File: src/stepper_position_controller_defines.svh
// Assertion macros for the stepper position controller
`ifndef STEPPER_POSITION_CONTROLLER_DEFINES_SVH
`define STEPPER_POSITION_CONTROLLER_DEFINES_SVH
`ifndef ASSERT_OFF
`define SPC_ASSERT(label, cond, msg) \
  label: assert property (@(posedge clk) disable iff (!rst_n) (cond)) else $error(msg);
`define SPC_ASSERT_IMP(label, ante, cons, msg) \
  label: assert property (@(posedge clk) disable iff (!rst_n) (ante) |-> (cons)) else $error(msg);
`define SPC_ASSERT_NXT(label, ante, cons, msg) \
  label: assert property (@(posedge clk) disable iff (!rst_n) (ante) |=> (cons)) else $error(msg);
`else
`define SPC_ASSERT(label, cond, msg)
`define SPC_ASSERT_IMP(label, ante, cons, msg)
`define SPC_ASSERT_NXT(label, ante, cons, msg)
`endif
`endif

File: src/spc_pkg.sv
// Shared types and constants of the stepper position controller
package spc_pkg;

  localparam logic [1:0] KIND_CHAR = 2'd0;
  localparam logic [1:0] KIND_ADC  = 2'd1;
  localparam logic [1:0] KIND_STEP = 2'd2;

  localparam logic [1:0] MODE_IDLE = 2'd0;
  localparam logic [1:0] MODE_POT  = 2'd1;
  localparam logic [1:0] MODE_TERM = 2'd2;

  localparam logic [7:0] CH_NUL   = 8'h00;
  localparam logic [7:0] CH_P_LO  = 8'h70;
  localparam logic [7:0] CH_P_UP  = 8'h50;
  localparam logic [7:0] CH_T_LO  = 8'h74;
  localparam logic [7:0] CH_T_UP  = 8'h54;
  localparam logic [7:0] CH_CR    = 8'h0D;
  localparam logic [7:0] CH_LF    = 8'h0A;
  localparam logic [7:0] CH_PLUS  = 8'h2B;
  localparam logic [7:0] CH_MINUS = 8'h2D;

  localparam int          CMD_LEN     = 4;
  localparam logic [2:0]  CMD_LEN_C   = 3'(CMD_LEN);
  localparam int          DEG_W       = 16;
  localparam int          DEG_PER_REV = 360;
  localparam logic signed [DEG_W-1:0] DIGIT_BASE = 16'sd48;
  localparam logic signed [DEG_W-1:0] DEC_HUND   = 16'sd100;
  localparam logic signed [DEG_W-1:0] DEC_TEN    = 16'sd10;

  localparam int QUEUE_DEPTH = 2;
  localparam int QPTR_W      = $clog2(QUEUE_DEPTH);
  localparam int QCNT_W      = $clog2(QUEUE_DEPTH + 1);

  localparam logic [3:0] FULL_SEQ [4] = '{4'h3, 4'h6, 4'hC, 4'h9};
  localparam logic [3:0] HALF_SEQ [8] = '{4'h1, 4'h3, 4'h2, 4'h6,
                                          4'h4, 4'hC, 4'h8, 4'h9};

  typedef enum logic [2:0] {
    OP_NOP,
    OP_NULL,
    OP_PICK_POT,
    OP_PICK_TERM,
    OP_EOL,
    OP_CHAR,
    OP_ADC,
    OP_STEP
  } op_t;

  typedef struct packed {
    op_t         op;
    logic [7:0]  ch;
    logic [11:0] adc;
  } cmd_t;

  typedef struct packed {
    logic [3:0]         coil_pattern;
    logic signed [31:0] position;
    logic signed [31:0] target;
    logic [1:0]         mode;
    logic               stepped;
    logic               arrived;
    logic               echo_valid;
    logic [7:0]         echo_char;
  } result_t;

endpackage

File: src/stepper_position_controller.sv
// Top level of the stepper position controller
//
//   channel  handshake              payload
//   in_      in_valid / in_stall    in_kind, in_char_code, in_adc_value
//   out_     out_valid / out_stall  out_coil_pattern .. out_echo_char
//
// One word per cycle in and out unless stalled; every input word gives exactly
// one result word. A complete signed command ended by CR or LF holds the back
// end in S_DIV and S_APPLY: degrees times steps per turn, reciprocal multiply by
// 1/360, add to position. Reset is synchronous, active low; no clearing pass.
// A two-word queue parts front and back; in_stall rises only when it is full.
`include "stepper_position_controller_defines.svh"
module stepper_position_controller #(
  parameter int unsigned STEPS_PER_REV = 2048
) (
  input  logic               clk,
  input  logic               rst_n,
  input  logic               in_valid,
  output logic               in_stall,
  input  logic [1:0]         in_kind,
  input  logic [7:0]         in_char_code,
  input  logic [11:0]        in_adc_value,
  output logic               out_valid,
  input  logic               out_stall,
  output logic [3:0]         out_coil_pattern,
  output logic signed [31:0] out_position,
  output logic signed [31:0] out_target,
  output logic [1:0]         out_mode,
  output logic               out_stepped,
  output logic               out_arrived,
  output logic               out_echo_valid,
  output logic [7:0]         out_echo_char
);
  import spc_pkg::*;

  logic    q_push, q_full, q_pop, q_head_valid;
  cmd_t    q_in_cmd, q_head_cmd;
  result_t res;

  spc_front u_front (
    .in_valid     (in_valid),
    .in_stall     (in_stall),
    .in_kind      (in_kind),
    .in_char_code (in_char_code),
    .in_adc_value (in_adc_value),
    .q_full       (q_full),
    .push         (q_push),
    .cmd          (q_in_cmd)
  );

  spc_queue u_queue (
    .clk        (clk),
    .rst_n      (rst_n),
    .push       (q_push),
    .push_cmd   (q_in_cmd),
    .full       (q_full),
    .pop        (q_pop),
    .head_valid (q_head_valid),
    .head_cmd   (q_head_cmd)
  );

  spc_back #(
    .STEPS_PER_REV (STEPS_PER_REV)
  ) u_back (
    .clk        (clk),
    .rst_n      (rst_n),
    .head_valid (q_head_valid),
    .head_cmd   (q_head_cmd),
    .pop        (q_pop),
    .res_valid  (out_valid),
    .res_stall  (out_stall),
    .res        (res)
  );

  assign out_coil_pattern = res.coil_pattern;
  assign out_position     = res.position;
  assign out_target       = res.target;
  assign out_mode         = res.mode;
  assign out_stepped      = res.stepped;
  assign out_arrived      = res.arrived;
  assign out_echo_valid   = res.echo_valid;
  assign out_echo_char    = res.echo_char;

  `SPC_ASSERT_NXT(a_push_fills, in_valid && !in_stall, q_head_valid, "accepted word not queued")
  `SPC_ASSERT_IMP(a_pop_head, q_pop, q_head_valid, "pop from empty queue")
  `SPC_ASSERT_IMP(a_arrive_step, out_valid && out_arrived, out_stepped, "arrival without step")
  `SPC_ASSERT_IMP(a_echo_term, out_valid && out_echo_valid, out_mode == MODE_TERM, "echo outside terminal mode")

endmodule

File: src/spc_front.sv
// Front end: accept input words and classify them into queue commands
module spc_front (
  input  logic          in_valid,
  output logic          in_stall,
  input  logic [1:0]    in_kind,
  input  logic [7:0]    in_char_code,
  input  logic [11:0]   in_adc_value,
  input  logic          q_full,
  output logic          push,
  output spc_pkg::cmd_t cmd
);
  import spc_pkg::*;

  assign in_stall = q_full;
  assign push     = in_valid && !q_full;

  always_comb begin
    cmd.ch  = in_char_code;
    cmd.adc = in_adc_value;
    unique case (in_kind)
      KIND_CHAR: begin
        unique case (in_char_code) inside
          CH_NUL:           cmd.op = OP_NULL;
          CH_P_LO, CH_P_UP: cmd.op = OP_PICK_POT;
          CH_T_LO, CH_T_UP: cmd.op = OP_PICK_TERM;
          CH_CR, CH_LF:     cmd.op = OP_EOL;
          default:          cmd.op = OP_CHAR;
        endcase
      end
      KIND_ADC:  cmd.op = OP_ADC;
      KIND_STEP: cmd.op = OP_STEP;
      default:   cmd.op = OP_NOP;
    endcase
  end

endmodule

File: src/spc_queue.sv
// Short command queue between front end and back end
module spc_queue (
  input  logic          clk,
  input  logic          rst_n,
  input  logic          push,
  input  spc_pkg::cmd_t push_cmd,
  output logic          full,
  input  logic          pop,
  output logic          head_valid,
  output spc_pkg::cmd_t head_cmd
);
  import spc_pkg::*;

  cmd_t              mem_r [QUEUE_DEPTH];
  logic [QPTR_W-1:0] wr_ptr_r, wr_ptr_nxt;
  logic [QPTR_W-1:0] rd_ptr_r, rd_ptr_nxt;
  logic [QCNT_W-1:0] count_r, count_nxt;

  function automatic logic [QPTR_W-1:0] ptr_inc(input logic [QPTR_W-1:0] p);
    return (p == QPTR_W'(QUEUE_DEPTH - 1)) ? '0 : p + QPTR_W'(1);
  endfunction

  assign full       = (count_r == QCNT_W'(QUEUE_DEPTH));
  assign head_valid = (count_r != '0);
  assign head_cmd   = mem_r[rd_ptr_r];

  always_comb begin
    wr_ptr_nxt = push ? ptr_inc(wr_ptr_r) : wr_ptr_r;
    rd_ptr_nxt = pop ? ptr_inc(rd_ptr_r) : rd_ptr_r;
    count_nxt  = count_r;
    if (push && !pop) begin
      count_nxt = count_r + QCNT_W'(1);
    end else if (pop && !push) begin
      count_nxt = count_r - QCNT_W'(1);
    end
  end

  always_ff @(posedge clk) begin
    if (push) begin
      mem_r[wr_ptr_r] <= push_cmd;
    end
    if (!rst_n) begin
      wr_ptr_r <= '0;
      rd_ptr_r <= '0;
      count_r  <= '0;
    end else begin
      wr_ptr_r <= wr_ptr_nxt;
      rd_ptr_r <= rd_ptr_nxt;
      count_r  <= count_nxt;
    end
  end

endmodule

File: src/spc_back.sv
// Back end: motor state, command execution and result register
module spc_back #(
  parameter int unsigned STEPS_PER_REV = 2048
) (
  input  logic             clk,
  input  logic             rst_n,
  input  logic             head_valid,
  input  spc_pkg::cmd_t    head_cmd,
  output logic             pop,
  output logic             res_valid,
  input  logic             res_stall,
  output spc_pkg::result_t res
);
  import spc_pkg::*;

  localparam int SPR_W     = $clog2(STEPS_PER_REV + 1);
  localparam int PROD_W    = DEG_W + SPR_W + 1;
  localparam int MAG_W     = PROD_W - 1;
  localparam int GUARD_W   = $clog2(DEG_PER_REV);
  localparam int SHIFT     = MAG_W + GUARD_W;
  localparam int RECIP_W   = MAG_W + 1;
  localparam int QPROD_W   = MAG_W + RECIP_W;
  localparam logic [63:0] RECIP_FULL =
    ((64'd1 << SHIFT) + 64'(DEG_PER_REV) - 64'd1) / 64'(DEG_PER_REV);
  localparam logic [RECIP_W-1:0]    RECIP = RECIP_W'(RECIP_FULL);
  localparam logic signed [SPR_W:0] SPR_S = (SPR_W + 1)'(STEPS_PER_REV);

  typedef enum logic [1:0] {S_RUN, S_DIV, S_APPLY} state_t;

  state_t             state_r, state_nxt;
  logic [1:0]         mode_r, mode_nxt;
  logic [31:0]        pos_r, pos_nxt;
  logic [31:0]        tgt_r, tgt_nxt;
  logic [2:0]         phase_r, phase_nxt;
  logic [3:0]         coil_r, coil_nxt;
  logic [7:0]         chars_r [CMD_LEN];
  logic [7:0]         chars_nxt [CMD_LEN];
  logic [2:0]         count_r, count_nxt;
  logic               res_valid_r, res_valid_nxt;
  result_t            res_r, res_nxt;

  logic signed [PROD_W-1:0] prod_r, prod_nxt;
  logic                     minus_r, minus_nxt;
  logic [31:0]              quot_r, quot_nxt;
  logic                     neg_r, neg_nxt;
  logic [7:0]               echo_r, echo_nxt;

  logic signed [DEG_W-1:0] dig1, dig2, dig3, deg;
  logic [MAG_W-1:0]        mag;
  logic [QPROD_W-1:0]      qprod;
  logic                    slot_free, emit, stepped, arrived, echo_v, up;
  logic [7:0]              echo_c;
  logic [1:0]              ph_full;
  logic [2:0]              ph_half;
  logic [31:0]             steps;

  assign res_valid = res_valid_r;
  assign res       = res_r;
  assign slot_free = !res_valid_r || !res_stall;

  always_comb begin
    dig1 = $signed({{(DEG_W-8){1'b0}}, chars_r[1]}) - DIGIT_BASE;
    dig2 = $signed({{(DEG_W-8){1'b0}}, chars_r[2]}) - DIGIT_BASE;
    dig3 = $signed({{(DEG_W-8){1'b0}}, chars_r[3]}) - DIGIT_BASE;
    deg  = dig1 * DEC_HUND + dig2 * DEC_TEN + dig3;
    mag  = prod_r[PROD_W-1] ? MAG_W'(-prod_r) : MAG_W'(prod_r);
    qprod = QPROD_W'(mag) * QPROD_W'(RECIP);
    steps = neg_r ? -quot_r : quot_r;
    up    = $signed(tgt_r) > $signed(pos_r);
    ph_half = up ? phase_r + 3'd1 : phase_r - 3'd1;
    ph_full = up ? phase_r[1:0] + 2'd1 : phase_r[1:0] + 2'd3;
  end

  always_comb begin
    state_nxt = state_r;
    mode_nxt  = mode_r;
    pos_nxt   = pos_r;
    tgt_nxt   = tgt_r;
    phase_nxt = phase_r;
    coil_nxt  = coil_r;
    chars_nxt = chars_r;
    count_nxt = count_r;
    prod_nxt  = prod_r;
    minus_nxt = minus_r;
    quot_nxt  = quot_r;
    neg_nxt   = neg_r;
    echo_nxt  = echo_r;
    pop       = 1'b0;
    emit      = 1'b0;
    stepped   = 1'b0;
    arrived   = 1'b0;
    echo_v    = 1'b0;
    echo_c    = '0;
    unique case (state_r)
      S_RUN: begin
        if (head_valid && slot_free) begin
          pop  = 1'b1;
          emit = 1'b1;
          unique case (head_cmd.op) inside
            OP_PICK_POT: mode_nxt = MODE_POT;
            OP_PICK_TERM, OP_CHAR: begin
              if (head_cmd.op == OP_PICK_TERM || mode_r == MODE_TERM) begin
                mode_nxt = MODE_TERM;
                echo_v   = 1'b1;
                echo_c   = head_cmd.ch;
                if (count_r < CMD_LEN_C) begin
                  chars_nxt[count_r[1:0]] = head_cmd.ch;
                  count_nxt = count_r + 3'd1;
                end
              end
            end
            OP_EOL: begin
              if (mode_r == MODE_TERM) begin
                echo_v    = 1'b1;
                echo_c    = head_cmd.ch;
                count_nxt = '0;
                if (count_r == CMD_LEN_C &&
                    (chars_r[0] == CH_PLUS || chars_r[0] == CH_MINUS)) begin
                  emit      = 1'b0;
                  prod_nxt  = PROD_W'(deg) * PROD_W'(SPR_S);
                  minus_nxt = (chars_r[0] == CH_MINUS);
                  echo_nxt  = head_cmd.ch;
                  state_nxt = S_DIV;
                end
              end
            end
            OP_ADC: begin
              if (mode_r == MODE_POT) begin
                tgt_nxt = 32'(head_cmd.adc);
              end
            end
            OP_STEP: begin
              if ((mode_r == MODE_POT || mode_r == MODE_TERM) && pos_r != tgt_r) begin
                if (mode_r == MODE_POT) begin
                  phase_nxt = ph_half;
                  coil_nxt  = HALF_SEQ[ph_half];
                end else begin
                  phase_nxt = {1'b0, ph_full};
                  coil_nxt  = FULL_SEQ[ph_full];
                end
                pos_nxt = up ? pos_r + 32'd1 : pos_r - 32'd1;
                stepped = 1'b1;
                arrived = (mode_r == MODE_TERM) && (pos_nxt == tgt_r);
              end
            end
            default: ;
          endcase
        end
      end
      S_DIV: begin
        quot_nxt  = 32'(qprod >> SHIFT);
        neg_nxt   = prod_r[PROD_W-1] ^ minus_r;
        state_nxt = S_APPLY;
      end
      S_APPLY: begin
        if (slot_free) begin
          tgt_nxt   = pos_r + steps;
          emit      = 1'b1;
          echo_v    = 1'b1;
          echo_c    = echo_r;
          state_nxt = S_RUN;
        end
      end
      default: state_nxt = S_RUN;
    endcase

    res_valid_nxt = emit || (res_valid_r && res_stall);
    res_nxt       = res_r;
    if (emit) begin
      res_nxt.coil_pattern = coil_nxt;
      res_nxt.position     = $signed(pos_nxt);
      res_nxt.target       = $signed(tgt_nxt);
      res_nxt.mode         = mode_nxt;
      res_nxt.stepped      = stepped;
      res_nxt.arrived      = arrived;
      res_nxt.echo_valid   = echo_v;
      res_nxt.echo_char    = echo_c;
    end
  end

  always_ff @(posedge clk) begin
    prod_r  <= prod_nxt;
    minus_r <= minus_nxt;
    quot_r  <= quot_nxt;
    neg_r   <= neg_nxt;
    echo_r  <= echo_nxt;
    res_r   <= res_nxt;
    if (!rst_n) begin
      state_r     <= S_RUN;
      mode_r      <= MODE_IDLE;
      pos_r       <= '0;
      tgt_r       <= '0;
      phase_r     <= '0;
      coil_r      <= '0;
      chars_r     <= '{default: '0};
      count_r     <= '0;
      res_valid_r <= 1'b0;
    end else begin
      state_r     <= state_nxt;
      mode_r      <= mode_nxt;
      pos_r       <= pos_nxt;
      tgt_r       <= tgt_nxt;
      phase_r     <= phase_nxt;
      coil_r      <= coil_nxt;
      chars_r     <= chars_nxt;
      count_r     <= count_nxt;
      res_valid_r <= res_valid_nxt;
    end
  end

endmodule

File: config.mk
export PLATFORM = sky130hd
export DESIGN_NAME = stepper_position_controller
export DESIGN_NICKNAME = d
export VERILOG_FILES = /design/src/spc_pkg.sv /design/src/stepper_position_controller.sv /design/src/spc_front.sv /design/src/spc_queue.sv /design/src/spc_back.sv
export VERILOG_INCLUDE_DIRS = /design/src /design/src/src
export SDC_FILE = /design/constraint.sdc
export NUM_CORES = 1
export LEC_CHECK = 0
export BUFFER_PORTS_ARGS = -buffer_cell sky130_fd_sc_hd__buf_4
export CAP_MARGIN = 20
export CORE_UTILIZATION = 45
export CTS_BUF_LIST = sky130_fd_sc_hd__clkbuf_4
export DETAILED_ROUTE_END_ITERATION = 7
export HOLD_SLACK_MARGIN = 0.1
export PLACE_DENSITY_LB_ADDON = 0.3
export SYNTH_ARGS = -nofsm -noshare
export SYNTH_HDL_FRONTEND = slang
export SYNTH_HIERARCHICAL = 1
export SYNTH_SLANG_ARGS = --single-unit
File: constraint.sdc
create_clock -name clk -period 21 [get_ports clk]
set_clock_uncertainty 0.2 [all_clocks]
set_input_delay 4.2 -clock clk [delete_from_list [all_inputs] [get_ports clk]]
set_output_delay 4.2 -clock clk [all_outputs]
set_load 0.02 [all_outputs]
==> impl_summary.txt <==
----------------------------------------------------
[Setup path]
  Type of element capturing the critical path ... flop
  Termination of the worst setup path ... u_back/quot_r[19]
  Critical Path Slowest Stage Cell ... sky130_fd_sc_hd__nor4b_1
  Signal arrival time at the worst endpoint ... 9.87 ns
  CP max FO ... 8
  R2r setup slk ... 11.45 ns
  Launching point of the worst reg2reg path ... u_back/prod_r[11]
  Required time at the endpoint of the critical path ... 21.33 ns
  First element of the critical path ... u_back/prod_r[11]
  Largest incremental delay on the critical path ... 0.63 ns
  Worst reg2reg endpoint ... u_back/quot_r[19]
  Type of origin of the critical path ... flop
  Number of cells traversed by the worst register-to-register path ... 31
  Cell type with the highest occurrence count on the critical path ... sky130_fd_sc_hd__inv_1
  CP Class ... reg2reg

[Global route]
  Total overflow reported by the global router ... 0
  Global-route wire length before repair ... 99.8 mm
  Largest net degree at the start of global routing ... 82
  Via count of the first global-routing pass ... 19100
  Total global routing track utilization ... 0.226
  Antenna violations before repair ... 3

[Timing]
  Peak Freq ... 105 MHz
  Tightest slew margin relative to the limit ... 0.230
  Final Hold Violating Endpoints ... 0
  Unrepaired setup endpoints after global routing ... no
  Max-slew violation count ... 0
  Setup Total Neg Slack ... 0 ns
  Final period demand of the worst path ... 9.55 ns
  Worst-Margin Slew ... 1.15 ns
  Hold_ws ... 0.267 ns
  Number of endpoints failing setup at the final stage ... 0
  Crit share post-route ... 0.455

[Synthesis]
  Synth Area per Inst ... 9.83 µm²
  Fraction of the yosys area taken by sequential cells ... 0.300
  Cell type contributing the most total cell area after synthesis ... sky130_fd_sc_hd__edfxtp_1
  Total standard cell area after synthesis ... 25000 µm²
  Most common flop cell mapped by yosys ... sky130_fd_sc_hd__edfxtp_1
  Post-Synthesis Cells ... 2547
  Largest cells by area after synthesis ... sky130_fd_sc_hd__edfxtp_1 21%, sky130_fd_sc_hd__ha_1 19%, sky130_fd_sc_hd__fa_1 12%
  Most frequent cells after synthesis ... 377 x sky130_fd_sc_hd__ha_1, 360 x sky130_fd_sc_hd__inv_1, 173 x sky130_fd_sc_hd__edfxtp_1
  Number of distinct library cell variants in the gate-level netlist after synthesis ... 87
  Number of warnings printed during yosys synthesis ... 6
  Library cell with the highest instance count after synthesis ... sky130_fd_sc_hd__ha_1
  Number of flops mapped to enable cells by yosys ... 173
  Synth async-reset ratio ... 0
  Synth Register Bits ... 289
  Area fraction of the dominant cell type after synthesis ... 0.208

[Layout]
  Total Nets Final ... 3222
  Area overhead of the layout relative to synthesis ... 10.2%
  Ratio of cells with drive above 1 in the final layout ... 0.112

[Worst hold path]
  Type of the most critical hold path ... reg2reg
  WHS Path Cells ... 2

[Drt]
  Detailed-route vias per instance ... 5.37
  Number of iterations in the first detailed-routing pass ... 7
  Initial detailed-routing violation count ... 945
  Total via count in the routed design ... 18700
  Number of remaining DRC errors ... 0
  Routed length per placed instance ... 17.9 µm
  Detail Route Antenna Nets ... 0
  Final wirelength ... 62.5 mm

[Clock network]
  Maximum buffer depth of the clock tree ... 3
  Hold Buf Count CTS ... 0
  Number of CTS-inserted buffers ... 77
  Resize count post-CTS ... 0
  Clock sink count ... 289
  TritonCTS clock tree ... yes
  Post CTS Setup Buffer Count ... 0
  Clock latency on the worst-skew pair ... 0.79 ns
  Clock Pin Slew Worst Setup and Hold Paths ... 0.06 ns
  Clock Tree Root ... sky130_fd_sc_hd__clkbuf_4
  Number of H-tree levels ... 3

[Placement]
  RD Place Congestion ... 0.927
  Total of buffers placed on input and output ports ... 108
  Half-perimeter wire length after placement ... 50.5 mm

[Pwr]
  Gate power share ... 0.320
  Share of power burned in registers ... 0.408
  Switching Power ... 626 µW
  Internal power ... 1.21 mW
  P per Cell Area ... 66.6 nW/µm²
  Largest vdd supply drop ... 0.0000642 V
  Clock share of power ... 0.272
  Leak pwr ... 12.6 nW
  Net Sw Frac ... 0.341

[Floorplanning]
  Die W ... 238 µm
  Die H ... 238 µm
  Core Area ... 55000 µm²
  DIE AREA ... 56600 µm²
  Initial cell density of the core ... 0.455
  I/O pin count ... 109
  Number of rows in the core area ... 86

[Job]
  Max_cap viols ... 0

[Outcome]
  Result of the run ... complete, no violations

----------------------------------------------------
## power groups by stage
| stage | Combinational [mW] | Clock, mW | Sequential [mW] |
|---|---|---|---|
| floorplan | 0.290 | 0 | 0.847 |
| global placement | 0.572 | 0 | 0.765 |
| detailed placement | 0.581 | 0 | 0.768 |
| CTS | 0.584 | 0.518 | 0.755 |
| global route | 0.637 | 0.546 | 0.758 |
| finish | 0.587 | 0.500 | 0.749 |
## kinds of logic (layout without fill, tap and decap cells)
group / Yosys count / after routing / share of synthesized area
and+or+nand+nor: 554 / 554 / 0.111
AOI/OAI and AO/OA: 522 / 522 / 0.132
muxes: 35 / 35 / 0.0153
DFF: 289 / 289 / 0.300
other: 2 / 8 / 0.000300
buffers and inverters: 439 / 625 / 0.0695
xor gates and xnor gates: 184 / 184 / 0.0668
adders and majority gates: 522 / 522 / 0.304
## routing by layer
layer  vias to the layer above  track usage  share of wire
li1                       9111            -              -
met1                      9024        0.279           0.43
met2                       479        0.392           0.49
met3                       115       0.0371          0.047
met4                         0       0.0909          0.035
met5                         -            0              0
## area by class of cell
| cell class | count | area (µm²) |
|---|---|---|
| well taps | 748 | 936 |
| clock buffers | 124 | 931 |
| flip-flops and latches | 289 | 7520 |
| fillers | 5115 | 27400 |
| multi-input cells | 1823 | 15800 |
| repair buffers | 120 | 928 |
| inverters | 363 | 1360 |
| diodes | 2 | 5.00 |
| clock inverters | 18 | 77.6 |
## critical path: cells and delay by family (launching register included)
family	cells	cell delay [ns]
AOI/OAI and AO/OA	9	2.30
xor gates and xnor gates	1	0.09
adders and majority gates	9	3.56
buffers and inverters	7	0.63
DFF	1	0.54
and+or+nand+nor	5	1.97
## metrics by stage
| stage | std cells | instance area, µm² | utilization | total power, mW | setup slack [ns] |
|---|---|---|---|---|---|
| after floorplan | 2551 | 25000 | - | 1.14 | 12.67 |
| after global placement | 3341 | 26500 | 0.482 | 1.34 | 11.66 |
| after detailed placement | 3341 | 26500 | 0.482 | 1.35 | 11.38 |
| after CTS | 3483 | 27500 | 0.501 | 1.86 | 11.40 |
| after global routing | 3487 | 27600 | 0.501 | 1.94 | 10.65 |
| final | 3487 | 27600 | 0.501 | 1.84 | 11.45 |
## placed cells by master (no fill, tap or decap), types with 36 or more instances in the layout
master                     Yosys  final
sky130_fd_sc_hd__inv_1       360    360
sky130_fd_sc_hd__a21o_1       53     53
sky130_fd_sc_hd__xor2_1       61     61
sky130_fd_sc_hd__and2_1       73     73
sky130_fd_sc_hd__clkbuf_4      0    124
sky130_fd_sc_hd__o21ai_0      89     89
sky130_fd_sc_hd__nand3_1      72     72
sky130_fd_sc_hd__nor2_1       81     80
sky130_fd_sc_hd__dfxtp_1     116    116
sky130_fd_sc_hd__fa_1        145    145
sky130_fd_sc_hd__buf_4        23    118
sky130_fd_sc_hd__a21oi_1     164    164
sky130_fd_sc_hd__nand2_1     170    169
sky130_fd_sc_hd__nor3_1       37     36
sky130_fd_sc_hd__edfxtp_1    173    173
sky130_fd_sc_hd__ha_1        377    377
sky130_fd_sc_hd__xnor2_1     119    119
## worst min-delay path by stage
stage	from	endpoint	slack, ns
finish	u_back/chars_r[28]	u_back/chars_r[28]	0.27
floorplan	u_back/chars_r[0]	u_back/prod_r[11]	0.21
global placement	u_back/chars_r[29]	u_back/chars_r[29]	0.24
detailed placement	u_back/chars_r[28]	u_back/chars_r[28]	0.26
CTS	u_back/chars_r[28]	u_back/chars_r[28]	0.26
global route	u_back/chars_r[29]	u_back/chars_r[29]	0.29
## state kept, by name, summed over array words and instances, names as in the netlist, 3 cells and up, named ones only
signal          cells
u_back/chars_r     32
u_back/prod_r      16
u_back/echo_r       8
u_back/pos_r       32
u_back/tgt_r       32
u_back/res         81
u_back/count_r      3
u_queue/mem_r      46
u_back/coil_r       4
u_back/quot_r      20
u_back/phase_r      3
Power figures use the tool's default switching activity.
